## src/rtl/core/gsfb_pkg.sv

```systemverilog
// ----------------------------------------------------------------------------
// gsfb_pkg
// Shared types and constants of the 3x3 stencil step with fixed border.
// ----------------------------------------------------------------------------
`default_nettype none

package gsfb_pkg;

    localparam int VAL_W       = 16;
    localparam int CELL_W      = 10;
    localparam int SIZE_W      = 11;
    localparam int CFG_IDX_W   = 3;
    localparam int MAX_RES     = 4;
    localparam int NRES_W      = 3;
    localparam int SUM_W       = 20;
    localparam int PROD_W      = 37;
    localparam int FIFO_DEPTH  = 16;
    localparam int PTR_W       = $clog2(FIFO_DEPTH);
    localparam int CNT_W       = $clog2(FIFO_DEPTH + 1);
    localparam int NEED_W      = CNT_W + 1;

    localparam int MAX_ROWS_DEF = 1024;
    localparam int MAX_COLS_DEF = 1024;

    localparam logic signed [VAL_W-1:0] TOP_EDGE_RST   = 16'sd768;
    localparam logic signed [VAL_W-1:0] BOT_EDGE_RST   = 16'sd1792;
    localparam logic signed [VAL_W-1:0] LEFT_EDGE_RST  = 16'sd512;
    localparam logic signed [VAL_W-1:0] RIGHT_EDGE_RST = 16'sd2048;
    localparam logic [VAL_W-1:0]        GAIN_RST       = 16'd6554;
    localparam logic [SIZE_W-1:0]       ROWS_RST       = 11'd10;
    localparam logic [SIZE_W-1:0]       COLS_RST       = 11'd20;

    typedef enum logic [CFG_IDX_W-1:0] {
        CFG_TOP_EDGE   = 3'd0,
        CFG_BOT_EDGE   = 3'd1,
        CFG_LEFT_EDGE  = 3'd2,
        CFG_RIGHT_EDGE = 3'd3,
        CFG_GAIN       = 3'd4,
        CFG_ROWS       = 3'd5,
        CFG_COLS       = 3'd6
    } cfg_idx_t;

    typedef struct packed {
        logic signed [VAL_W-1:0] top_edge;
        logic signed [VAL_W-1:0] bot_edge;
        logic signed [VAL_W-1:0] left_edge;
        logic signed [VAL_W-1:0] right_edge;
        logic [VAL_W-1:0]        gain;
    } edge_cfg_t;

    typedef struct packed {
        logic signed [VAL_W-1:0] new_value;
        logic [CELL_W-1:0]       cell_row;
        logic [CELL_W-1:0]       cell_col;
        logic                    last_in_step;
        logic                    last_of_grid;
    } res_t;

endpackage

`default_nettype wire

```

## src/rtl/core/gsfb_result_fifo.sv

```systemverilog
// ----------------------------------------------------------------------------
// gsfb_result_fifo
// Result queue: up to four items written per cycle, one item read per cycle while m_ready is high.
// ----------------------------------------------------------------------------
`default_nettype none

module gsfb_result_fifo (
    input  logic                                   aclk,
    input  logic                                   aresetn,
    input  logic [gsfb_pkg::NRES_W-1:0]            push_cnt,
    input  gsfb_pkg::res_t [gsfb_pkg::MAX_RES-1:0] push_data,
    output logic [gsfb_pkg::CNT_W-1:0]             count,
    output logic                                   m_valid,
    input  logic                                   m_ready,
    output gsfb_pkg::res_t                         m_data
);
    import gsfb_pkg::*;

    res_t              queue_reg [FIFO_DEPTH];
    logic [PTR_W-1:0]  wr_ptr_reg, rd_ptr_reg;
    logic [CNT_W-1:0]  count_reg, count_next;
    logic              pop;

    assign m_valid    = (count_reg != '0);
    assign pop        = m_valid && m_ready;
    assign count_next = count_reg + CNT_W'(push_cnt) - CNT_W'(pop);

    always_ff @(posedge aclk) begin
        if (!aresetn) begin
            wr_ptr_reg <= '0;
            rd_ptr_reg <= '0;
            count_reg  <= '0;
        end else begin
            wr_ptr_reg <= wr_ptr_reg + PTR_W'(push_cnt);
            rd_ptr_reg <= rd_ptr_reg + PTR_W'(pop);
            count_reg  <= count_next;
        end
    end

    always_ff @(posedge aclk) begin
        for (int i = 0; i < MAX_RES; i++) begin
            if (NRES_W'(i) < push_cnt) begin
                queue_reg[wr_ptr_reg + PTR_W'(i)] <= push_data[i];
            end
        end
    end

    assign m_data = queue_reg[rd_ptr_reg];
    assign count  = count_reg;

endmodule

`default_nettype wire

```

## config.mk

```make
export PLATFORM = sky130hd
export DESIGN_NAME = gsfb_result_fifo
export DESIGN_NICKNAME = d
export VERILOG_FILES = /design/src/rtl/core/gsfb_pkg.sv /design/src/rtl/core/gsfb_result_fifo.sv
export SDC_FILE = /design/constraint.sdc
export NUM_CORES = 2
export LEC_CHECK = 0
export BUFFER_PORTS_ARGS = -buffer_cell sky130_fd_sc_hd__buf_2
export CORE_ASPECT_RATIO = 1.5
export CORE_MARGIN = 5
export CORE_UTILIZATION = 68
export DETAILED_ROUTE_END_ITERATION = 12
export GPL_TIMING_DRIVEN = 0
export PLACE_DENSITY_LB_ADDON = 0.2
export SYNTH_ARGS = -nofsm -noshare
export SYNTH_HDL_FRONTEND = slang
export SYNTH_SLANG_ARGS = --single-unit
```

## constraint.sdc

```tcl
create_clock -name aclk -period 10.4 [get_ports aclk]
set_input_delay 1.04 -clock aclk [delete_from_list [all_inputs] [get_ports aclk]]
set_output_delay 1.04 -clock aclk [all_outputs]
set_load 0.005 [all_outputs]
```

==> impl_metrics.csv, run 1 <==
group,metric,value,unit
floorplan,dieWidth,208,microns
global_routing,grt_usage,74.2,%
logic_synthesis,syn-num-nets,3820,
outcome,stop_stage,"5_1_grt",
placed_design,place.gp.congestion,1.19,
logic_synthesis,syn_avg_cell_area,10.9,sq um
logic_synthesis,ys_seq_elements,621,
placed_design,port-buffer-count,198,
cts,cts_buffers,59,
global_routing,grt_max_degree,17,
logic_synthesis,synth_seq_area_share,46.4,%
floorplan,chipHeight,307,microns
cts,cts_root_buffer,"clkbuf_16",
cts,clkSinkCount,621,
logic_synthesis,syn_area,39900,sq um
outcome,firstError,"[ERROR GRT-0116] Global routing finished with congestion. Check the congestion regions in the DRC Viewer.",
cts,post-cts-setup-buffer-count,0,
floorplan,start_util,68.8,%
logic_synthesis,synth_edf_count,608,
logic_synthesis,synthArstFlopShare,0,%
logic_synthesis,synth_flop_cell,"edfxtp_1",
global_routing,grt_overflow,31,
global_routing,grt_pass1_wl,347000,microns
cts,cts_hold_buf,0,
outcome,status,"stopped before the end",
placed_design,dpl.hpwl,156000,microns
logic_synthesis,synth_cells,3646,
cts,cts_resized,0,
logic_synthesis,synth_warnings,0,
placed_design,place_inst,4720,
logic_synthesis,synth_cell_types,68,
cts,clk_path_buf_depth,3,
global_routing,first_global_vias,46800,
floorplan,rows,108,
floorplan,io_pins,202,
cts,cts_max_level,2,
## logic make-up after synthesis
group | Yosys count | synth area share (%)
XOR/XNOR | 8 | 0.270
buffers and inverters | 588 | 6.17
adder cells (fa/ha/maj) | 16 | 0.540
multiplexers | 344 | 14.6
AND/OR/NAND/NOR | 721 | 8.37
flip-flops | 621 | 46.4
AO/OA/AOI/OAI | 1348 | 23.6
## synthesized netlist by cell type, drive strengths merged (5+ instances only)
master	instances	share of area [%]
nor3	16	0.21
o21ai	15	0.19
buf	194	2.5
nand3b	73	1.4
nor4	10	0.28
a222oi	114	2.9
a221oi	49	1.2
edfxtp	608	46
mux2i	153	3.8
nand2b	9	0.14
nand3	17	0.21
a21oi	224	2.8
dfxtp	13	0.65
o22ai	444	7.0
a31oi	224	3.5
mux4	190	11
or3	6	0.094
a22oi	6	0.11
o211ai	17	0.32
nor2	138	1.3
a32oi	222	4.9
ha	14	0.44
o31ai	7	0.13
inv	22	0.21
o2111a	5	0.14
xnor2	6	0.18
nand2	384	3.6
clkbuf	372	3.5
and2	20	0.31
nand4	20	0.31
nor2b	11	0.17
## per-layer routing
layer	overflow	GRT usage, %
met1	0	75.1
met2	11	90.1
met3	1	58.2
met4	18	73.6
met5	1	28.8
## metrics by stage
| stage | worst slack, ns | hold WS (ns) | cell area, sq um | utilization, % |
|---|---|---|---|---|
| 3_3_place_gp | 2.55 | 0.561 | 41800 | 72.2 |
| 4_1_cts | 4.78 | 0.602 | 44700 | 77.0 |
| 2_1_floorplan | 6.17 | 0.540 | 39900 | - |
| 3_5_place_dp | 5.22 | 0.567 | 42700 | 73.7 |
==> run 2: changes to the inputs <==
Settings changed: CORE_ASPECT_RATIO 1.5 to not set, CORE_UTILIZATION 68 to 40, PLACE_DENSITY_LB_ADDON 0.2 to 0.15.
==> run 2 against run 1 <==
- the flow now finishes, with violations (DRC, capacitance limit, slew limit)
- area after synthesis unchanged
- synthesized cell count did not move
==> impl_metrics.csv, run 2 <==
group,metric,value,unit
layout,nets,4207,
power_and_ir_drop,p_per_area,237,nW/um^2
routing,routedWlPerCell,43.8,microns
floorplan,die_area,106000,sq um
floorplan,io_pins,202,
timing,worstMarginPinSlew,1.64,ns
layout,drive_above_1_share,19.2,%
layout,synthToLayoutAreaGrowth,15.2,%
floorplan,fp.coreArea,98700,sq um
logic_synthesis,yosysTopAreaCellShare,45.8,%
cts,cts_tree,"done",
logic_synthesis,synth_edf_count,608,
layout,multi_input_area,18900,sq um
timing,fin_tns_setup,0,ns
setup_path,rrSetupSlack,4.65,ns
timing,min_period_over_period,60.5,%
logic_synthesis,synth_top_cell_by_area,"edfxtp_1",
setup_path,timing.rr.start,"wr_ptr_reg[1]$_SDFF_PN0_",
outcome,status,"finished, violations left",
logic_synthesis,ys_seq_elements,621,
routing,drt_first_pass_iters,13,
hold_path,hp-start,"rd_ptr_reg[0]$_SDFF_PN0_",
placed_design,place.gp.congestion,1.04,
layout,fin_cells,5382,
routing,ant_nets,0,
cts,cts_max_level,3,
timing,rsz0062_at_grt,"no",
timing,slew_viol_final,22,
logic_synthesis,ys_top_cells_by_count,"608 x edfxtp_1, 444 x o22ai_1, 383 x nand2_1",
cts,cts_hold_buf,0,
placed_design,port-buffer-count,198,
placed_design,dpl.hpwl,160000,microns
cts,clk_latency,0.68,ns
cts,cts_buffers,74,
routing,drt_iter0_drc,9562,
cts,post-cts-setup-buffer-count,0,
layout,largest_register_ff_count,608,
setup_path,critical_path_class,"flop to output port",
global_routing,grt_use_met1,53.3,%
setup_path,cp.required,9.36,ns
floorplan,rows,115,
job,drv_cap,4,
global_routing,use_met3,19.1,%
logic_synthesis,syn_avg_cell_area,10.9,sq um
setup_path,cp.arrival,5.25,ns
routing,vias,42400,
routing,drt_wl_total,236000,microns
global_routing,grt_overflow,0,
logic_synthesis,synth_flop_cell,"edfxtp_1",
outcome,violations,"DRC, capacitance limit, slew limit",
hold_path,hp-class,"flop to flop",
timing,relSlewSlack,-9.76,%
routing,drc,1,
global_routing,grt_pass1_wl,313000,microns
placed_design,dpl_cell_area,43400,sq um
setup_path,reg2reg_depth,13,
layout,layout_common_cells,"608 x edfxtp_1, 444 x o22ai_1, 383 x nand2_1",
timing,finalCriticalPeriod,6.29,ns
floorplan,chipHeight,326,microns
placed_design,place_inst,5244,
setup_path,end_kind,"output port",
layout,final_area,46000,sq um
power_and_ir_drop,max-vdd-ir-drop,0.122,mV
floorplan,start_util,40.4,%
global_routing,busiest_layer,"met2",
power_and_ir_drop,p_leak,0.0153,uW
logic_synthesis,synth_seq_area_share,46.4,%
global_routing,antenna_found_initial,12,
setup_path,crit_fanout,10,
global_routing,first_global_vias,38700,
routing,vias_per_cell,7.87,
logic_synthesis,synth_cells,3646,
layout,fillers,9249,
layout,seqCellArea,18500,sq um
cts,cts_root_buffer,"clkbuf_16",
global_routing,grt_usage,42.1,%
layout,final_common_cell,"edfxtp_1",
timing,finalSetupViolations,0,
timing,hold_violations,0,
logic_synthesis,syn_area,39900,sq um
logic_synthesis,yosysMostFrequentCell,"edfxtp_1",
logic_synthesis,synth_cell_types,68,
logic_synthesis,syn-num-nets,3820,
cts,path_clk_slew,0.06,ns
setup_path,start_kind,"flop",
cts,clkSinkCount,621,
global_routing,grt_max_degree,13,
timing,fmax,159,MHz
cts,clk_path_buf_depth,3,
logic_synthesis,synth_area_leaders,"edfxtp_1 46%, mux4_2 11%, o22ai_1 7.0%, a32oi_1 4.9%, mux2i_1 3.8%",
cts,cts_resized,0,
timing,fin_skew,0.0376,ns
setup_path,reg2reg_to,"queue_reg[5][17]$_DFFE_PP_",
floorplan,dieWidth,326,microns
hold_path,hold-path-cell-count,2,
logic_synthesis,synth_warnings,0,
hold_path,min_to,"rd_ptr_reg[0]$_SDFF_PN0_",
logic_synthesis,synthArstFlopShare,0,%
global_routing,grtUsageMet2,58.6,%
run 2: area by class of cell:
type | instances | area share (%)
inverters | 22 | 0.180
flip-flops and latches | 621 | 40.3
plain buffers | 566 | 5.18
repair buffers | 311 | 4.19
diodes | 5 | 0.0272
well taps | 1287 | 3.50
clock buffers | 86 | 4.36
multi-input cells | 2437 | 41.1
clock inverters | 47 | 1.13
run 2: worst max-delay path, cell delays in order (launching register included):
cell      delay (ns)
dfxtp_1         0.33
clkbuf_1        0.93
clkbuf_1        0.95
clkbuf_1        1.16
mux4_2          0.48
mux4_2          0.55
buf_2           0.16
run 2: report_power, final:
group          switching (uW)  leakage [uW]  internal [uW]
sequential                132       0.00572           3430
clock                    1170       0.00124           1670
combinational            3110       0.00838           1390
run 2: cell families after synthesis:
family                   Yosys count  synth area share, %
buffers and inverters            588                 6.17
AO/OA/AOI/OAI                   1348                 23.6
multiplexers                     344                 14.6
XOR/XNOR                           8                0.270
adder cells (fa/ha/maj)           16                0.540
AND/OR/NAND/NOR                  721                 8.37
flip-flops                       621                 46.4
run 2: worst max path at each step:
stage / endpoint / start
floorplan: queue_reg[4][0]$_DFFE_PP_ / push_cnt[2]
global route: m_data[29] / rd_ptr_reg[1]$_SDFF_PN0_
detailed placement: queue_reg[5][13]$_DFFE_PP_ / wr_ptr_reg[1]$_SDFF_PN0_
finish: m_data[28] / rd_ptr_reg[1]$_SDFF_PN0_
global placement: queue_reg[0][9]$_DFFE_PP_ / push_cnt[2]
CTS: m_data[28] / rd_ptr_reg[1]$_SDFF_PN0_
run 2: metal layers:
layer | wire length (microns) | up-vias | share of wire, %
li1 | - | 15800 | -
met1 | 82200 | 20400 | 35
met2 | 93000 | 4871 | 39
met3 | 40100 | 1278 | 17
met4 | 19900 | 22 | 8.4
met5 | 423 | - | 0.18
run 2: per-stage QoR:
step	setup slack, ns	hold slack, ns	utilization [%]	power [uW]
floorplan	6.17	0.540	-	5750
global placement	1.84	0.561	43.0	7700
detailed placement	5.06	0.565	44.0	7780
CTS	4.50	0.582	46.5	10600
global route	4.39	0.599	46.5	10900
finish	4.11	0.579	46.6	10900
(Power assumes the default switching activity.)
