### src/rtl/core/gsfb_pkg.sv
// ----------------------------------------------------------------------------
// gsfb_pkg
// Shared types and constants of the 3x3 stencil step with fixed border.
// ----------------------------------------------------------------------------
`default_nettype none

package gsfb_pkg;

    localparam int VAL_W       = 16;
    localparam int CELL_W      = 10;
    localparam int SIZE_W      = 11;
    localparam int CFG_IDX_W   = 3;
    localparam int MAX_RES     = 4;
    localparam int NRES_W      = 3;
    localparam int SUM_W       = 20;
    localparam int PROD_W      = 37;
    localparam int FIFO_DEPTH  = 16;
    localparam int PTR_W       = $clog2(FIFO_DEPTH);
    localparam int CNT_W       = $clog2(FIFO_DEPTH + 1);
    localparam int NEED_W      = CNT_W + 1;

    localparam int MAX_ROWS_DEF = 1024;
    localparam int MAX_COLS_DEF = 1024;

    localparam logic signed [VAL_W-1:0] TOP_EDGE_RST   = 16'sd768;
    localparam logic signed [VAL_W-1:0] BOT_EDGE_RST   = 16'sd1792;
    localparam logic signed [VAL_W-1:0] LEFT_EDGE_RST  = 16'sd512;
    localparam logic signed [VAL_W-1:0] RIGHT_EDGE_RST = 16'sd2048;
    localparam logic [VAL_W-1:0]        GAIN_RST       = 16'd6554;
    localparam logic [SIZE_W-1:0]       ROWS_RST       = 11'd10;
    localparam logic [SIZE_W-1:0]       COLS_RST       = 11'd20;

    typedef enum logic [CFG_IDX_W-1:0] {
        CFG_TOP_EDGE   = 3'd0,
        CFG_BOT_EDGE   = 3'd1,
        CFG_LEFT_EDGE  = 3'd2,
        CFG_RIGHT_EDGE = 3'd3,
        CFG_GAIN       = 3'd4,
        CFG_ROWS       = 3'd5,
        CFG_COLS       = 3'd6
    } cfg_idx_t;

    typedef struct packed {
        logic signed [VAL_W-1:0] top_edge;
        logic signed [VAL_W-1:0] bot_edge;
        logic signed [VAL_W-1:0] left_edge;
        logic signed [VAL_W-1:0] right_edge;
        logic [VAL_W-1:0]        gain;
    } edge_cfg_t;

    typedef struct packed {
        logic signed [VAL_W-1:0] new_value;
        logic [CELL_W-1:0]       cell_row;
        logic [CELL_W-1:0]       cell_col;
        logic                    last_in_step;
        logic                    last_of_grid;
    } res_t;

endpackage

`default_nettype wire

### src/rtl/core/gsfb_calc.sv
// ----------------------------------------------------------------------------
// gsfb_calc
// Gain multiply, round and saturate, border values; builds the up to four
// results of one item.
// ----------------------------------------------------------------------------
`default_nettype none

module gsfb_calc #(
    parameter int MAX_ROWS = gsfb_pkg::MAX_ROWS_DEF,
    parameter int MAX_COLS = gsfb_pkg::MAX_COLS_DEF
) (
    input  logic                                     aclk,
    input  logic                                     aresetn,
    input  gsfb_pkg::edge_cfg_t                      edge_cfg,
    input  logic [$clog2(MAX_ROWS)-1:0]              last_row,
    input  logic [$clog2(MAX_COLS)-1:0]              last_col,
    input  logic [$clog2(MAX_ROWS)-1:0]              st_row,
    input  logic [$clog2(MAX_COLS)-1:0]              st_col,
    input  logic signed [gsfb_pkg::SUM_W-1:0]        st_sum,
    input  logic [gsfb_pkg::NRES_W-1:0]              st_nres,
    output logic [gsfb_pkg::NRES_W-1:0]              push_cnt,
    output gsfb_pkg::res_t [gsfb_pkg::MAX_RES-1:0]   push_data
);
    import gsfb_pkg::*;

    localparam int RW = $clog2(MAX_ROWS);
    localparam int CW = $clog2(MAX_COLS);
    localparam int Q_W = PROD_W + 1 - 16;

    logic [NRES_W-1:0]        nres3_reg;
    logic [RW-1:0]            r3_reg;
    logic [CW-1:0]            c3_reg;
    logic signed [PROD_W-1:0] prod3_reg;
    logic signed [16:0]       gain_s;

    logic signed [PROD_W:0]   rnd;
    logic signed [Q_W-1:0]    q;
    logic signed [VAL_W-1:0]  sat;
    logic [RW-1:0]            orow;
    logic [CW-1:0]            ocol;
    logic                     last_r, last_c, interior;

    function automatic logic signed [VAL_W-1:0] floor_mean(
        input logic signed [VAL_W-1:0] a,
        input logic signed [VAL_W-1:0] b
    );
        logic signed [VAL_W:0] s;
        s = {a[VAL_W-1], a} + {b[VAL_W-1], b};
        return s[VAL_W:1];
    endfunction

    function automatic logic signed [VAL_W-1:0] border_val(
        input logic fr, input logic lr, input logic fc, input logic lc,
        input edge_cfg_t e
    );
        logic signed [VAL_W-1:0] v;
        if (fr && fc)      v = floor_mean(e.left_edge, e.top_edge);
        else if (fr && lc) v = floor_mean(e.top_edge, e.right_edge);
        else if (lr && fc) v = floor_mean(e.left_edge, e.bot_edge);
        else if (lr && lc) v = floor_mean(e.right_edge, e.bot_edge);
        else if (fr)       v = e.top_edge;
        else if (lr)       v = e.bot_edge;
        else if (fc)       v = e.left_edge;
        else               v = e.right_edge;
        return v;
    endfunction

    assign gain_s = {1'b0, edge_cfg.gain};

    always_ff @(posedge aclk) begin
        if (!aresetn) begin
            nres3_reg <= '0;
        end else begin
            nres3_reg <= st_nres;
        end
    end

    always_ff @(posedge aclk) begin
        r3_reg    <= st_row;
        c3_reg    <= st_col;
        prod3_reg <= st_sum * gain_s;
    end

    always_comb begin
        // round half up, then floor shift
        rnd = {prod3_reg[PROD_W-1], prod3_reg} + (PROD_W+1)'(32768);
        q   = rnd[PROD_W:16];
        if (q > Q_W'(32767)) begin
            sat = 16'sh7fff;
        end else if (q < -Q_W'(32768)) begin
            sat = 16'sh8000;
        end else begin
            sat = q[VAL_W-1:0];
        end

        orow     = r3_reg - 1'b1;
        ocol     = c3_reg - 1'b1;
        last_r   = (r3_reg == last_row);
        last_c   = (c3_reg == last_col);
        interior = (orow != '0) && (orow != last_row) && (ocol != '0) && (ocol != last_col);

        // cell one row up and one column left
        push_data[0].new_value    = interior ? sat :
            border_val(orow == '0, orow == last_row, ocol == '0, ocol == last_col, edge_cfg);
        push_data[0].cell_row     = CELL_W'(orow);
        push_data[0].cell_col     = CELL_W'(ocol);
        push_data[0].last_of_grid = (orow == last_row) && (ocol == last_col);

        // bottom row cell on the last row, else right column cell
        if (last_r) begin
            push_data[1].new_value    = border_val(r3_reg == '0, 1'b1, ocol == '0,
                                                   ocol == last_col, edge_cfg);
            push_data[1].cell_row     = CELL_W'(r3_reg);
            push_data[1].cell_col     = CELL_W'(ocol);
            push_data[1].last_of_grid = (ocol == last_col);
        end else begin
            push_data[1].new_value    = border_val(orow == '0, orow == last_row,
                                                   c3_reg == '0, 1'b1, edge_cfg);
            push_data[1].cell_row     = CELL_W'(orow);
            push_data[1].cell_col     = CELL_W'(c3_reg);
            push_data[1].last_of_grid = (orow == last_row) && last_c;
        end

        push_data[2].new_value    = border_val(orow == '0, orow == last_row,
                                               c3_reg == '0, last_c, edge_cfg);
        push_data[2].cell_row     = CELL_W'(orow);
        push_data[2].cell_col     = CELL_W'(c3_reg);
        push_data[2].last_of_grid = (orow == last_row) && last_c;

        push_data[3].new_value    = border_val(r3_reg == '0, last_r, c3_reg == '0, last_c,
                                               edge_cfg);
        push_data[3].cell_row     = CELL_W'(r3_reg);
        push_data[3].cell_col     = CELL_W'(c3_reg);
        push_data[3].last_of_grid = last_r && last_c;

        for (int i = 0; i < MAX_RES; i++) begin
            push_data[i].last_in_step = (NRES_W'(i) == nres3_reg - 1'b1);
        end
    end

    assign push_cnt = nres3_reg;

endmodule

`default_nettype wire

### config.mk
export PLATFORM = sky130hd
export DESIGN_NAME = gsfb_calc
export DESIGN_NICKNAME = d
export VERILOG_FILES = /design/src/rtl/core/gsfb_pkg.sv /design/src/rtl/core/gsfb_calc.sv
export SDC_FILE = /design/constraint.sdc
export NUM_CORES = 1
export LEC_CHECK = 0
export BUFFER_PORTS_ARGS = -buffer_cell sky130_fd_sc_hd__buf_4
export CORE_MARGIN = 1
export CORE_UTILIZATION = 23
export DETAILED_ROUTE_END_ITERATION = 6
export PLACE_DENSITY_LB_ADDON = 0.05
export RECOVER_POWER = 100
export SKIP_CTS_REPAIR_TIMING = 1
export SYNTH_ARGS = -nofsm -noshare
export SYNTH_HDL_FRONTEND = slang
export SYNTH_SLANG_ARGS = --single-unit
### constraint.sdc
create_clock -name aclk -period 20.7 [get_ports aclk]
set_input_delay 4.14 -clock aclk [delete_from_list [all_inputs] [get_ports aclk]]
set_output_delay 4.14 -clock aclk [all_outputs]
set_load 0.1 [all_outputs]
-- After elaboration in Yosys (flattened, before gate mapping)
Index checks and enable logic that the tools add are counted.
- register bits after elaboration: 60
- bits of input ports: 145
- output and inout port bits: 155
- logic and storage cells: 82
- add/sub/neg operators: 8
- multiply operators: 1
- order comparisons: 2
- equality and inequality tests: 9
- multiplexer cells: 34
- reductions and logical operators: 24
- operators by type and width (cell ; number):
    $mux W16 ; 32
    $add A16 B16 Y17 ; 4
    $eq A10 B10 Y1 ; 4
    $logic_not A10 Y1 ; 4
    $add A37 B17 Y38 const B ; 1
    $mul A20 B17 Y37 ; 1
    $mux W36 ; 1
    $gt A22 B16 Y1 const B ; 1
    $lt A22 B16 Y1 const B ; 1
    $ne A10 B10 Y1 ; 2
    $reduce_bool A10 Y1 ; 2
    $sub A10 B1 Y10 const B ; 2
    $logic_and A1 B1 Y1 ; 17
    $eq A2 B3 Y1 const A ; 2
    $eq A1 B3 Y1 const A ; 1
    $logic_not A3 Y1 ; 1
    $sub A3 B1 Y3 const B ; 1
    $mux W1 ; 1

-- Longest topological paths before layout
- depth in word-level cells: 10
- depth in mapped cells: 25
- mapped depth without buffers: 24

-- Worst setup path before layout
No wires, ideal clock.
- path type: input port to output port
- start point: in last_col[9]
- end point: out push_data[148] in the netlist's numbering
- arrival: 8.777 ns
- required time: 16.560 ns
- slack: 7.783 ns
- stages on the path: 10
- buffers on the path: 1
- path through: xor2_1 -> or4_1 -> nor4_1 -> nand2_1 -> inv_1 -> clkbuf_1 -> a211oi_1 -> a211oi_1 -> a211oi_1 -> o22ai_1
- RTL lines (item ; RTL line ; RTL):
    from (decl) ; gsfb_calc.sv:16 ; input logic [$clog2(MAX_COLS)-1:0] last_col,
    to (decl) ; gsfb_calc.sv:22 ; output gsfb_pkg::res_t [gsfb_pkg::MAX_RES-1:0] push_data

==> key figures <==
Cells and area
  • Fillcell total: ~10,000
  • Commonest non-fill, non-tap cells in the layout: nand2_1 (439), inv_1 (410), fa_1 (323)
  • Layout Utilization: 26.4%
  • Nets: approximately 3,700
  • Finished Cell Area: between 20,000 and 25,000 um^2
  • Ant diodes: 0
  • Most common cell after layout, fill and taps aside: nand2_1
  • P&R area growth vs syn: 13.1%
  • Share of post-route cells with drive strength above 1: under 10%
  • Max FFs per register: 22
  • Non-Filler Instances: between 4,000 and 5,000

Clock network
  • TritonCTS clock tree: yes
  • CTS Buffer Depth: 2
  • CTS Sinks: 45
  • Clock Tree Root: clkbuf_16
  • Total CTS buffers: 5
  • CTS H-tree depth: 2
  • Worst-path clk slew: 0.08 ns

Timing
  • Worst-Margin Slew: about 3.5 ns
  • Final hold vios: 0
  • TNS Setup: 0 ns
  • Clock period minus worst slack: between 10 and 15 ns
  • Hold WS: 3.93 ns
  • Final setup fails: 0
  • Worst slew margin: -130%
  • Final period util: just under 70%
  • Post-route worst setup slack: 6.40 ns
  • Fin. max-slew vios: around 140
  • RSZ-0062 raised after global routing: no
  • Max Clock Freq: approximately 70 MHz

Critical path
  • Kind of cell adding the most delay to the critical path: buffers and inverters
  • Crit path arrival time: approximately 10 ns
  • Critical path endpoint category: primary output
  • Setup CP Type: primary input to primary output
  • Req. time, crit path: approximately 17 ns
  • Largest stage delay on the critical path: between 1.5 and 2 ns
  • Element type at the critical path start: primary input
  • CP Buf/Inv Count: 3
  • Most used cell, CP: clkbuf_1
  • CP max stage cell: clkbuf_1
  • Worst path cell trace: buf_4, xor2_1, nor4_1, and4_2, clkbuf_1, nand2_1, o211ai_1, nand3_1, o21ai_0, clkbuf_1
  • Critical path peak fanout: 35

Logic synthesis
  • YS warnings: 0
  • Synthesized area: 22,000 um^2
  • Number of enable flip-flop cells after synthesis: 0
  • Ys async rst share: 0%
  • Sequential cell area fraction in the yosys report: between 4 and 5%
  • Cells after Synth: roughly 2,900
  • Post-synthesis register bit count: 45
  • Syn Nets: 3,501
  • Yosys cell types: just under 90
  • Main synth FF type: dfxtp_1
  • Syn Area/Cell: around 7.6 um^2

Power and ir drop
  • Leakage power: approximately 11 nW
  • Tot Pwr: 3.73 mW
  • Pwr dens: approximately 150 nW/um^2
  • Peak supply drop: around 160 uV

Placement
  • GP Congestion: about 0.92
  • DP Area: 25,200 um^2
  • Placed Cells: 4,277
  • DP HPWL: about 83,000 um
  • Dpl ws: 8.38 ns
  • Number of I/O port buffers: around 300

GRT
  • Congestion Overflow GR: 0
  • Initial antenna violation count: 1
  • All-Layer GR Usage: between 20% and 30%
  • First-pass GRT wire length: about 150,000 um
  • Largest net degree at the start of global routing: slightly below 60
  • Vias in the first global route: 22,200

Floorplanning
  • Die height: a little over 300 um
  • Die X: just over 300 um
  • Ports: 300
  • Die area: 96,700 um^2
  • Row cnt: around 110
  • Core Region: 94,000 um^2
  • Initial Utilization: between 20% and 30%

Run
  • Max-cap viol count: 5

Route
  • Drt pass-1 iters: 7
  • ANT nets after route: 0
  • Drt total wl: roughly 100,000 um
  • Via density: about 5
  • Avg WL per Cell: roughly 24 um
  • Routed vias: between 20,000 and 25,000
  • Drt drc: 0
  • DRT iter0 DRCs: about 1,700

Hold path
  • Worst Hold Class: primary input to flip-flop

Status
  • Status: complete, but fails checks
  • Failing checks: max-capacitance violations, max-slew violations
cell type report:
cell class | instances | area, um^2 | area share (%)
multi-input combinational | 2242 | 18800 | 75.6
sequential | 45 | 901 | 3.63
clock inverter | 1 | 30.0 | 0.121
inverter | 410 | 1540 | 6.20
timing repair buffer | 326 | 1880 | 7.56
tap | 1254 | 1570 | 6.32
clock buffer | 7 | 143 | 0.574
where the power goes:
part | leakage (nW) | switching (mW) | total [mW] | internal, mW
clock network | 0.0841 | 0.0404 | 0.101 | 0.0605
logic | 10.7 | 2.08 | 3.43 | 1.34
registers | 0.379 | 0.0314 | 0.199 | 0.167
kinds of logic after synthesis:
kind of cell | after synthesis | share of synthesized area [%]
and+or+nand+nor | 961 | 20.6
DFF | 45 | 4.10
xor gates and xnor gates | 148 | 5.90
muxes | 37 | 1.81
AOI/OAI and AO/OA | 617 | 18.7
adders and majority gates | 479 | 38.3
buffers and inverters | 590 | 10.6
final timing paths:
path / start / to / cells after the start
worst max-delay path: last_row[4] / push_data[141] / 10
worst min-delay path: st_col[5] / c3_reg[5] / 1
per-layer routing:
metal	share of wire, %	track usage, %	vias up	wire length (um)
li1	-	-	9819	-
met1	46	29.0	10800	47800
met2	46	34.6	808	47700
met3	5.5	2.61	84	5650
met4	1.8	4.27	0	1830
met5	0	0	-	0
synth_stat cells (12+ instances only):
library cell | n | area share (%)
dfxtp_1 | 45 | 4.1
xnor2_1 | 84 | 3.3
nor3_1 | 35 | 0.80
nor2_1 | 157 | 2.7
o21a_1 | 19 | 0.65
ha_1 | 156 | 8.9
nor2b_1 | 12 | 0.34
o211ai_1 | 47 | 1.6
a21oi_1 | 146 | 3.3
inv_1 | 408 | 7.0
and2_1 | 133 | 3.8
a211oi_1 | 49 | 1.7
fa_1 | 323 | 29
a21o_1 | 33 | 1.1
or3_1 | 17 | 0.48
o221ai_1 | 15 | 0.60
a211o_1 | 13 | 0.52
buf_2 | 13 | 0.30
nand2_1 | 439 | 7.5
buf_4 | 23 | 0.79
clkbuf_1 | 130 | 2.2
xor2_1 | 64 | 2.6
a31oi_1 | 28 | 0.80
nand4_1 | 20 | 0.57
buf_1 | 12 | 0.21
mux2i_1 | 24 | 1.1
and3_1 | 14 | 0.40
mux2_2 | 12 | 0.62
nand3_1 | 66 | 1.5
o31ai_1 | 18 | 0.62
o21ai_0 | 126 | 2.9
Power figures use the tool's default switching activity.
