File: src/rtl/core/gsfb_pkg.sv
// ----------------------------------------------------------------------------
// gsfb_pkg
// Shared types and constants of the 3x3 stencil step with fixed border.
// ----------------------------------------------------------------------------
`default_nettype none

package gsfb_pkg;

    localparam int VAL_W       = 16;
    localparam int CELL_W      = 10;
    localparam int SIZE_W      = 11;
    localparam int CFG_IDX_W   = 3;
    localparam int MAX_RES     = 4;
    localparam int NRES_W      = 3;
    localparam int SUM_W       = 20;
    localparam int PROD_W      = 37;
    localparam int FIFO_DEPTH  = 16;
    localparam int PTR_W       = $clog2(FIFO_DEPTH);
    localparam int CNT_W       = $clog2(FIFO_DEPTH + 1);
    localparam int NEED_W      = CNT_W + 1;

    localparam int MAX_ROWS_DEF = 1024;
    localparam int MAX_COLS_DEF = 1024;

    localparam logic signed [VAL_W-1:0] TOP_EDGE_RST   = 16'sd768;
    localparam logic signed [VAL_W-1:0] BOT_EDGE_RST   = 16'sd1792;
    localparam logic signed [VAL_W-1:0] LEFT_EDGE_RST  = 16'sd512;
    localparam logic signed [VAL_W-1:0] RIGHT_EDGE_RST = 16'sd2048;
    localparam logic [VAL_W-1:0]        GAIN_RST       = 16'd6554;
    localparam logic [SIZE_W-1:0]       ROWS_RST       = 11'd10;
    localparam logic [SIZE_W-1:0]       COLS_RST       = 11'd20;

    typedef enum logic [CFG_IDX_W-1:0] {
        CFG_TOP_EDGE   = 3'd0,
        CFG_BOT_EDGE   = 3'd1,
        CFG_LEFT_EDGE  = 3'd2,
        CFG_RIGHT_EDGE = 3'd3,
        CFG_GAIN       = 3'd4,
        CFG_ROWS       = 3'd5,
        CFG_COLS       = 3'd6
    } cfg_idx_t;

    typedef struct packed {
        logic signed [VAL_W-1:0] top_edge;
        logic signed [VAL_W-1:0] bot_edge;
        logic signed [VAL_W-1:0] left_edge;
        logic signed [VAL_W-1:0] right_edge;
        logic [VAL_W-1:0]        gain;
    } edge_cfg_t;

    typedef struct packed {
        logic signed [VAL_W-1:0] new_value;
        logic [CELL_W-1:0]       cell_row;
        logic [CELL_W-1:0]       cell_col;
        logic                    last_in_step;
        logic                    last_of_grid;
    } res_t;

endpackage

`default_nettype wire

File: src/rtl/core/gsfb_cfg_regs.sv
// ----------------------------------------------------------------------------
// gsfb_cfg_regs
// Configuration registers; grid size clamped to last row / last column index.
// ----------------------------------------------------------------------------
`default_nettype none

module gsfb_cfg_regs #(
    parameter int MAX_ROWS = gsfb_pkg::MAX_ROWS_DEF,
    parameter int MAX_COLS = gsfb_pkg::MAX_COLS_DEF
) (
    input  logic                             aclk,
    input  logic                             aresetn,
    input  logic                             cfg_wr_en,
    input  logic [gsfb_pkg::CFG_IDX_W-1:0]   cfg_index,
    input  logic [gsfb_pkg::VAL_W-1:0]       cfg_wdata,
    output gsfb_pkg::edge_cfg_t              edge_cfg,
    output logic [$clog2(MAX_ROWS)-1:0]      last_row,
    output logic [$clog2(MAX_COLS)-1:0]      last_col
);
    import gsfb_pkg::*;

    localparam int RW = $clog2(MAX_ROWS);
    localparam int CW = $clog2(MAX_COLS);

    edge_cfg_t         edge_cfg_reg;
    logic [RW-1:0]     last_row_reg;
    logic [CW-1:0]     last_col_reg;

    function automatic int unsigned last_index(input logic [SIZE_W-1:0] v,
                                               input int unsigned maxv);
        int unsigned x;
        x = 32'(v);
        if (x < 3) return 2;
        if (x > maxv) return maxv - 1;
        return x - 1;
    endfunction

    always_ff @(posedge aclk) begin
        if (!aresetn) begin
            edge_cfg_reg.top_edge   <= TOP_EDGE_RST;
            edge_cfg_reg.bot_edge   <= BOT_EDGE_RST;
            edge_cfg_reg.left_edge  <= LEFT_EDGE_RST;
            edge_cfg_reg.right_edge <= RIGHT_EDGE_RST;
            edge_cfg_reg.gain       <= GAIN_RST;
            last_row_reg            <= RW'(last_index(ROWS_RST, MAX_ROWS));
            last_col_reg            <= CW'(last_index(COLS_RST, MAX_COLS));
        end else begin
            if (cfg_wr_en) begin
                case (cfg_idx_t'(cfg_index))
                    CFG_TOP_EDGE:   edge_cfg_reg.top_edge   <= cfg_wdata;
                    CFG_BOT_EDGE:   edge_cfg_reg.bot_edge   <= cfg_wdata;
                    CFG_LEFT_EDGE:  edge_cfg_reg.left_edge  <= cfg_wdata;
                    CFG_RIGHT_EDGE: edge_cfg_reg.right_edge <= cfg_wdata;
                    CFG_GAIN:       edge_cfg_reg.gain       <= cfg_wdata;
                    CFG_ROWS:       last_row_reg <=
                        RW'(last_index(cfg_wdata[SIZE_W-1:0], MAX_ROWS));
                    CFG_COLS:       last_col_reg <=
                        CW'(last_index(cfg_wdata[SIZE_W-1:0], MAX_COLS));
                    default: ;
                endcase
            end
        end
    end

    assign edge_cfg = edge_cfg_reg;
    assign last_row = last_row_reg;
    assign last_col = last_col_reg;

endmodule

`default_nettype wire

File: config.mk
export PLATFORM = sky130hd
export DESIGN_NAME = gsfb_cfg_regs
export DESIGN_NICKNAME = d
export VERILOG_FILES = /design/src/rtl/core/gsfb_pkg.sv /design/src/rtl/core/gsfb_cfg_regs.sv
export SDC_FILE = /design/constraint.sdc
export NUM_CORES = 1
export LEC_CHECK = 0
export ABC_AREA = 1
export BUFFER_PORTS_ARGS = -buffer_cell sky130_fd_sc_hd__buf_2
export CAP_MARGIN = 10
export CORE_AREA = 3 3 104 106
export DETAILED_ROUTE_END_ITERATION = 16
export DIE_AREA = 0 0 107 109
export GPL_TIMING_DRIVEN = 0
export MAX_ROUTING_LAYER = met4
export PLACE_DENSITY = 0.63
export RECOVER_POWER = 100
export SLEW_MARGIN = 20
export SYNTH_ARGS = -nofsm -noshare
export SYNTH_HDL_FRONTEND = slang
export SYNTH_SLANG_ARGS = --single-unit
File: constraint.sdc
create_clock -name aclk -period 1.6 [get_ports aclk]
set_clock_uncertainty 0.2 [all_clocks]
set_input_delay 0.08 -clock aclk [delete_from_list [all_inputs] [get_ports aclk]]
set_output_delay 0.08 -clock aclk [all_outputs]
set_load 0.01 [all_outputs]
* Word-level counts from Yosys, hierarchy flattened
Index checks and enable logic that the tools add are counted.
Word-level totals: input bits 22, output and inout bits 100, register bits after elaboration 100, word-level logic and storage cells 46
Cells by class: eq/ne operators 6, $add $sub $neg 1, multiplexer cells 22, reductions and logical operators 8, order comparisons 2
Operator list (number):
- two-way mux 10 bit | 5
- two-way mux 1 bit | 16
- AND reduction 2 bit | 7
- > comparator 11 bit, second input constant | 1
- less-than comparator 11 x 2 -> 1 bit, second input constant | 1
- subtractor 10 x 1 -> 10 bit, second input constant | 1
- equality test 3 bit, second input constant | 3
- equality test 3 x 2 -> 1 bit, second input constant | 2
- equality test 3 x 1 -> 1 bit, second input constant | 1
- zero test 3 bit | 1
- two-way mux 2 bit | 1

* Logic depth before layout (Yosys ltp)
Gate-level depths: netlist of the first run.
depth in word-level cells 11, mapped depth 9, depth with buffers taken out 9

* Worst setup path before layout of the first run
Ideal clock, no wire load.
kind input to register, start input cfg_wdata[1] (netlist name), end register last_row_reg[1], in the netlist last_row[1], data arrival time 1.036 ns, path buffers 0, slack 0.251 ns, stages 9, path through clkinv_1 ha_1 nand2_2 nor2_2 nand3_2 nand2_4 nand3_2 o21ai_1 inv_1
Between the ends: cells in the longest elaborated chain, start to end 8
RTL lines:
- from (decl) | RTL line gsfb_cfg_regs.sv:15 | input logic [gsfb_pkg::VAL_W-1:0] cfg_wdata,
- > comparator 11 bit | RTL line gsfb_cfg_regs.sv:34 | if (x > maxv) return maxv - 1;
- two-way mux 1 bit (2 in a row) | RTL line gsfb_cfg_regs.sv:34
- two-way mux 1 bit | RTL line gsfb_cfg_regs.sv:49 | case (cfg_idx_t'(cfg_index))
- two-way mux 1 bit | RTL line gsfb_cfg_regs.sv:48 | if (cfg_wr_en) begin
- two-way mux 1 bit | RTL line gsfb_cfg_regs.sv:39 | if (!aresetn) begin
- two-way mux 10 bit | RTL line gsfb_cfg_regs.sv:35 | return x - 1;
- two-way mux 10 bit * | RTL line gsfb_cfg_regs.sv:34
- to (signal assigned) | RTL line gsfb_cfg_regs.sv:45 | last_row_reg <= RW'(last_index(ROWS_RST, MAX_ROWS));
- to (signal assigned) | RTL line gsfb_cfg_regs.sv:55 | CFG_ROWS: last_row_reg <=
- to (decl) | RTL line gsfb_cfg_regs.sv:26 | logic [RW-1:0] last_row_reg;
Mark *: on every way between the ends. The rest lies on a longest branch, timed or not. The select of a mux whose other input is x is not followed. A chain may end at the register's enable or synchronous reset.

* Final worst setup path of the first run
start input cfg_wdata[5] (netlist name), end register last_col_reg[3], in the netlist last_col[3]
Between the ends: cells in the longest elaborated chain, start to end 8
RTL lines:
- > comparator 11 bit | RTL line gsfb_cfg_regs.sv:34
- two-way mux 1 bit (2 in a row) | RTL line gsfb_cfg_regs.sv:34
- two-way mux 1 bit | RTL line gsfb_cfg_regs.sv:49
- two-way mux 1 bit | RTL line gsfb_cfg_regs.sv:48
- two-way mux 1 bit | RTL line gsfb_cfg_regs.sv:39
- two-way mux 10 bit | RTL line gsfb_cfg_regs.sv:35
- two-way mux 10 bit * | RTL line gsfb_cfg_regs.sv:34
- to (signal assigned) | RTL line gsfb_cfg_regs.sv:46 | last_col_reg <= CW'(last_index(COLS_RST, MAX_COLS));
- to (signal assigned) | RTL line gsfb_cfg_regs.sv:57 | CFG_COLS: last_col_reg <=
- to (decl) | RTL line gsfb_cfg_regs.sv:27 | logic [CW-1:0] last_col_reg;
Marked as above.

==> results of run 1 <==
final timing paths:
path	endpoint	slack, ns	start
setup reg to reg	edge_cfg[27]	0.28	edge_cfg[27]
hold / removal	last_row[3]	0.01	cfg_wr_en
setup / recovery	last_col[3]	0.06	cfg_wdata[5]
hold reg to reg	last_col[0]	0.28	last_col[0]
worst register-to-register path, stage by stage (launching register included):
cell and delay (ns):
dfxtp_1 0.33, nand2_1 0.06, nand3_1 0.07, dlygate4sd3_1 0.56
cells by family (layout without fill, tap and decap cells):
family	count (synthesis)	after routing	synth area share
AO/OA/AOI/OAI	163	163	0.235
AND/OR/NAND/NOR	135	136	0.179
flip-flops	100	100	0.511
buffers and inverters	50	214	0.0724
adder cells (fa/ha/maj)	1	1	0.00319
what timing repair did:
item,in CTS,in global routing
endpoints found under the setup margin,0,18
gates resized for setup,0,13
buffers inserted,0,4
endpoints found under the hold margin,89,0
hold buffers,24,0
report_power, final:
group	switching, uW	internal (uW)	total [uW]
Sequential	49.0	2580	2620
Clock	879	812	1690
Combinational	376	200	576
stage by stage:
stage           util  hold WS [ns]  worst slack [ns]  total power, uW
5_1_grt        0.510        0.0321           -0.0223             5090
6_report       0.510        0.0125            0.0645             4890
3_5_place_dp   0.475         0.199            -0.188             3230
4_1_cts        0.521       0.00884           0.00190             4950
2_1_floorplan      -      -0.00678             0.251             2990
3_3_place_gp   0.475         0.190            -0.182             3220
per-layer routing:
metal	vias to the layer above	routed length, um	track usage	share of wire
met1	1809	5710	0.290	0.46
met3	24	728	0.0409	0.059
met2	145	5680	0.326	0.46
met5	-	0	-	0
li1	1841	-	-	-
met4	0	274	0.0913	0.022
placed cells by master, fill, tap and decap left out, drive strengths merged:
cell | synthesis | final
o21ai | 87 | 87
nand2 | 44 | 45
nand3 | 20 | 20
nor3 | 1 | 1
buf | 16 | 29
dlygate4sd3 | 0 | 24
o211ai | 11 | 11
a21oi | 65 | 65
or2 | 1 | 1
dfxtp | 100 | 100
clkbuf | 8 | 130
nor2 | 67 | 67
ha | 1 | 1
inv | 24 | 22
bufinv | 0 | 1
nand4 | 2 | 2
clkinv | 2 | 8
cell type report:
| cell class | count | area [sq um] | area share |
|---|---|---|---|
| Sequential cell | 100 | 2000 | 0.398 |
| Multi-Input combinational cell | 300 | 1620 | 0.323 |
| Timing Repair Buffer | 148 | 738 | 0.147 |
| Buffer | 24 | 176 | 0.0350 |
| Tap cell | 133 | 166 | 0.0331 |
| Clock buffer | 11 | 151 | 0.0301 |
| Inverter | 26 | 119 | 0.0236 |
| Clock inverter | 5 | 57.6 | 0.0114 |
==> results.txt, run 1 <==
The total routing resource utilization after global routing came out at 0.218. dfxtp_1 takes more of the synthesized area than any other cell. The floorplan step defined a core boundary enclosing 0.00986 sq mm. Entering global routing, the biggest net connects 17 pins. After synthesis the netlist holds a flip-flop and latch count of 100. The number of distinct standard cells referenced by the synthesized netlist is 32. Among all flip-flop cells after synthesis, the most frequent one is dfxtp_1. The power density of the placed cells is 971 mW/mm^2. The flow ran to the end, and the final reports show no timing, DRC or antenna violations.

The worst vdd rail ir drop came out at 0.000392 V. The non-filler instance count after layout came out at 747. The worst hold path depth came out at 5. Counting flops with a built-in enable in the synthesized netlist gives 0. The signal on the critical path passes through dlygate4sd3_1 -> clkbuf_1 -> nor2_1 -> nand2_2 -> inv_2 -> nand4_2 -> buf_4 -> nand2_1 -> a21oi_1. The number of placed instances, taps included, is 702. The longest clock path from root to sink contains 2 buffers.

The leakage power is 0.00209 uW. The transition time at the pin with the least slew margin came out at 0.567 ns. The HPWL reported at the end of detailed placement came out at 8560 um. The area share of the leading cell type in the synthesized netlist is 0.511. The nature of the critical path startpoint is an input port. The die area is 0.0117 sq mm. The cell count after synthesis is 449. The critical-path maximum fanout is 10. For this run, asynchronously set or reset flops after synthesis account for 0. The layout has 1,011 filler cells.

After clock tree synthesis, the clock-pin slew on the worst setup and hold paths is 0.08 ns. The starting density of the core is 0.398. The count of inserted antenna diode cells is 0. The portion of the clock cycle consumed by the worst path in the final layout came out at 0.960. The number of flip-flops in the largest register came out at 80.

The summed negative setup slack over all endpoints came out at 0 ns. Relative to the synthesized area, the layout overhead comes to 28.4%. The routed layout has 3,819 vias. The first global-routing pass estimated 18,800 um of wire. The detailed-route DRC error count came out at 0. The achievable frequency is 651 MHz. The clock net in this run drives a total of 100 sinks.

The fraction of final layout cells with drive strength greater than 1 is 0.171. The initial DRC count came out at 216. The horizontal die dimension came out at 107 um. The post-detailed-route via-to-cell ratio came out at 5.11. The placed instances occupy a cell area of 0.00469 sq mm. The final RePlAce weighted congestion is 0.902. The sum of routed wire length over all layers came out at 12,400 um. The critical path data required time is 1.66 ns. The commonest cells after synthesis are dfxtp_1, a21oi_1, nor2_1, o21ai_1, o21ai_0.

The total number of placement rows is 36. Measured along the y axis, the die boundary spans 109 um. The number of failing setup endpoints in the final timing report is 0. The max-capacitance violation count is 0. For this run, the number of Yosys warnings is 0. The normalized max-slew margin is 0.621.

In this run the mean area of a mapped cell was 8.73 sq um. The root buffer cell is clkbuf_8. The count of input and output buffers came out at 120. The critical path is of the in2reg type. After synthesis, the cell types taking the most area are dfxtp_1, a21oi_1, o21ai_1.

The delay contributed by the slowest stage of the critical path came out at 0.54 ns. After global routing the overflow that remains totals 0. On the critical path the largest part of the delay comes from buffers and inverters. The register area share after synthesis came out at 0.511. The number of buffers added by the clock tree synthesis step came out at 9. The I/O pin count came out at 122. STA classifies the critical path endpoint as a register.

The arrival time reported for the critical path endpoint came out at 1.60 ns. For the worst flop-to-flop path, the logic depth is 3. The slowest stage of the critical path belongs to the cell dlygate4sd3_1. The final hold violation count was 0. The initial antenna violation count came out at 0.

The post-synth net total is 472. The pre-antenna-repair detailed-routing pass consisted of 5 iterations. Clock latency on the worst-skew pair, taken at its later pin, is 0.37 ns. The count of nets left with antenna violations after detail routing came out at 0. The final layout contains 632 nets. The synthesized cell area is 0.00392 sq mm.

The depth of the CTS H-tree came out at 3. The clock period could shrink to 1.54 ns. The most repeated cell in the gate-level netlist after synthesis is dfxtp_1. The number of cells on the critical path came out at 9. The number of global-route vias before repair is 3,509. The CTS tree is built. The final max-slew violation count is 0. The average wire per cell in the routed design is 16.6 um. The post-layout instance area came out at 0.00503 sq mm. The tightest min-delay check is of the in2reg type. The buffering stage count on the worst path with inverters included came out at 4.
No activity file was read; power rests on OpenSTA's default activity.
==> run 2, diff against run 1 <==
CORE_AREA = 5 5 106 108   (was 3 3 104 106)
DIE_AREA = 0 0 111 113   (was 0 0 107 109)
==> run 2 against run 1 <==
Compared with the run above: non-clock buffer count increased by 3; register-to-register slack got worse by 0.07 ns; sequential cell count unchanged; clock power increased by 3%; clock-buffer cell count decreased by 2; design area increased by 0.22%; utilization decreased by 1.3 points; sequential power about the same; routed wire length increased by 3.1%; die area increased by 7.5%; final cell count increased by 0.67%; total power increased by 1.0%.
==> results.txt, run 2 (synthesized netlist as in run 1, its figures left out) <==
The flow ran to the end, and the final reports show no timing, DRC or antenna violations. The arrival time reported for the critical path endpoint came to 1.60 ns (about the same). The global-route wire length before repair came out at 20,000 um (+6.2%).

The normalized max-slew margin came out at 0.653 (+0.0319). The area overhead of the layout relative to synthesis is 28.7%. The switching part of the total power came out at 0.261 (-0.00565). The starting density of the core is 0.387 (-0.0107). In this run the clock root is driven by a clkbuf_8.

The number of iterations in the first detailed-routing pass was 6 (+1). The count of nets after finishing was 635 (+0.47%). The initial DRC count came out at 225 (+4.2%). STA classifies the critical path startpoint as an input port.

The I/O pin count is 122 (unchanged). The area occupied by registers came to 0.00200 sq mm (unchanged). The count of input and output buffers is 120 (unchanged).

Leaving out fill and tap cells, the most frequent cell in the layout is clkbuf_1. The average wire per cell in the routed design is 17.0 um (+2.4%). The type of the tightest min-delay check is in2reg. The switching component of the power came out at 1290 uW (-1.1%). The part of the total power dissipated in combinational logic came to 0.117 (about the same). The shortest period the worst path allows was 1.55 ns (+0.0100 ns).

The CTS clock-pin slew for the worst setup and hold paths is 0.09 ns (about the same). The HPWL reported at the end of detailed placement is 8920 um (+4.2%). The CTS tree is built. The final RePlAce weighted congestion is 0.866 (-4.0%).

The sum of routed wire length over all layers is 12,800 um (+3.1%). The maximum number of buffers from clock root to sink was 2 (unchanged). The number of buffers added by the clock tree synthesis step is 9 (unchanged). The total clock sinks is 100 (unchanged). The total routing resource utilization after global routing is 0.206 (-0.0121).

The count of inserted antenna diode cells came out at 0 (unchanged). The cell count after placement came out at 705 (+0.43%). The post-placement cell area is 0.00469 sq mm (about the same).

The number of flip-flops in the largest register came to 80 (unchanged). The achievable frequency was 647 MHz (-0.65%). The post-layout instance area is 0.00505 sq mm (+0.22%).

The post-place setup slack came out at -0.211 ns (-0.0234 ns). The number of global-route vias before repair came out at 3,827 (+9.1%). The filler cell count came out at 1,039 (+2.8%). The summed negative setup slack over all endpoints is 0 ns (unchanged).

Leaving out fill and tap cells, the most frequent cells in the layout are clkbuf_1, dfxtp_1, a21oi_1, o21ai_0, nor2_1. The worst setup path is of the in2reg kind. The detailed-route DRC error count came out at 0 (unchanged). The part of the power in registers came out at 0.531 (-0.006). The non-filler instance count after layout was 752 (+0.67%). The placeable core region came to 0.0101 sq mm (+2.8%). The critical path data required time came out at 1.65 ns (about the same). The max-capacitance violation count came out at 0 (unchanged).

The worst vdd rail ir drop came out at 0.000505 V (+29%). The die outline height is 113 um (+3.7%). The number of failing setup endpoints in the final timing report came out at 0 (unchanged). The post-detailed-route via-to-cell ratio came to 5.11 (about the same).

The transition time at the pin with the least slew margin is 0.521 ns (-0.0457 ns). The final max-slew violation count is 0 (unchanged). The final hold violation count came out at 0 (unchanged). The share of total power in the clock network came out at 0.351 (+0.005). The number of vias after detailed routing is 3,842 (+0.60%).

The die area came out at 0.0125 sq mm (+7.5%). The internal portion of total power came out at 3650 uW (+1.8%). Setup repair after global routing left no endpoint under its margin. The pin count of the biggest net entering global routing is 17 (unchanged). The total congestion overflow after global routing is 0 (unchanged). The depth of the CTS H-tree is 3 (unchanged). The portion of the clock cycle consumed by the worst path in the final layout came to 0.966 (+0.00625). The power density of the placed cells came out at 979 mW/mm^2 (+0.81%). The worst setup slack after layout was 0.0545 ns (-0.0100 ns).

The horizontal die dimension came to 111 um (+3.7%). The count of nets left with antenna violations after detail routing is 0 (unchanged). The critical-path maximum fanout came out at 6 (-4).

STA classifies the critical path endpoint as a register. The combined area of the multi-input logic cells is 0.00162 sq mm (-0.39%). The fraction of final layout cells with drive strength greater than 1 is 0.156 (-0.0152).

The initial antenna violation count was 0 (unchanged). The total number of placement rows was 37 (+2.8%). The total power consumption of the routed design came out at 4940 uW (+1.0%).

The leakage power was 0.00208 uW (-0.54%). The clock network latency to the later pin of the worst-skew pair came out at 0.36 ns (about the same).
## run 2: repair_timing
action | 4_1_cts | 5_1_grt
hold buffers | 27 | 0
endpoints found under the hold margin | 88 | 0
setup buffers | 0 | 4
gates resized for setup | 0 | 13
endpoints found under the setup margin | 0 | 20
## run 2: power by group through the flow
stage               Clock [uW]  Combinational [uW]  Sequential (uW)
floorplan                    0                 274             2720
global placement             0                 535             2680
detailed placement           0                 545             2680
CTS                       1760                 600             2620
global route              1860                 633             2640
finish                    1740                 579             2630
## run 2: routing by layer
layer | vias up | GRT usage | part of all wire
met3 | 22 | 0.0348 | 0.057
met5 | - | - | 0
met1 | 1822 | 0.251 | 0.43
met2 | 137 | 0.339 | 0.49
li1 | 1861 | - | -
met4 | 0 | 0.0862 | 0.023
## run 2: metrics by stage
step	utilization	hold slack, ns
3_5_place_dp	0.463	0.202
3_3_place_gp	0.463	0.194
6_report	0.498	0.0284
5_1_grt	0.498	0.0580
2_1_floorplan	-	-0.00678
4_1_cts	0.511	0.0165
## run 2: cell type report
class | instances | share of cell area
Clock inverter | 6 | 0.0179
Sequential cell | 100 | 0.397
Clock buffer | 9 | 0.0245
Buffer | 24 | 0.0322
Inverter | 26 | 0.0226
Timing Repair Buffer | 151 | 0.152
Multi-Input combinational cell | 300 | 0.321
Tap cell | 136 | 0.0337
## run 2: path summary, 6_finish.rpt
path	start	to	depth (start not counted)	slack, ns
worst max register to register	edge_cfg[39]	edge_cfg[39]	3	0.21
worst min-delay path	cfg_wdata[3]	edge_cfg[19]	3	0.03
worst min register to register	last_col[4]	last_col[4]	2	0.28
worst max-delay path	cfg_wdata[7]	last_row[3]	10	0.05
## run 2: worst max-delay path, cell delays in order
cell and delay, ns:
dlygate4sd3_1 0.55, buf_2 0.17, clkinv_4 0.09, nand2_2 0.07, nor2_4 0.15, nand3_4 0.11
nand2_4 0.13, o21ai_1 0.09, nand2_1 0.09, o21ai_1 0.06
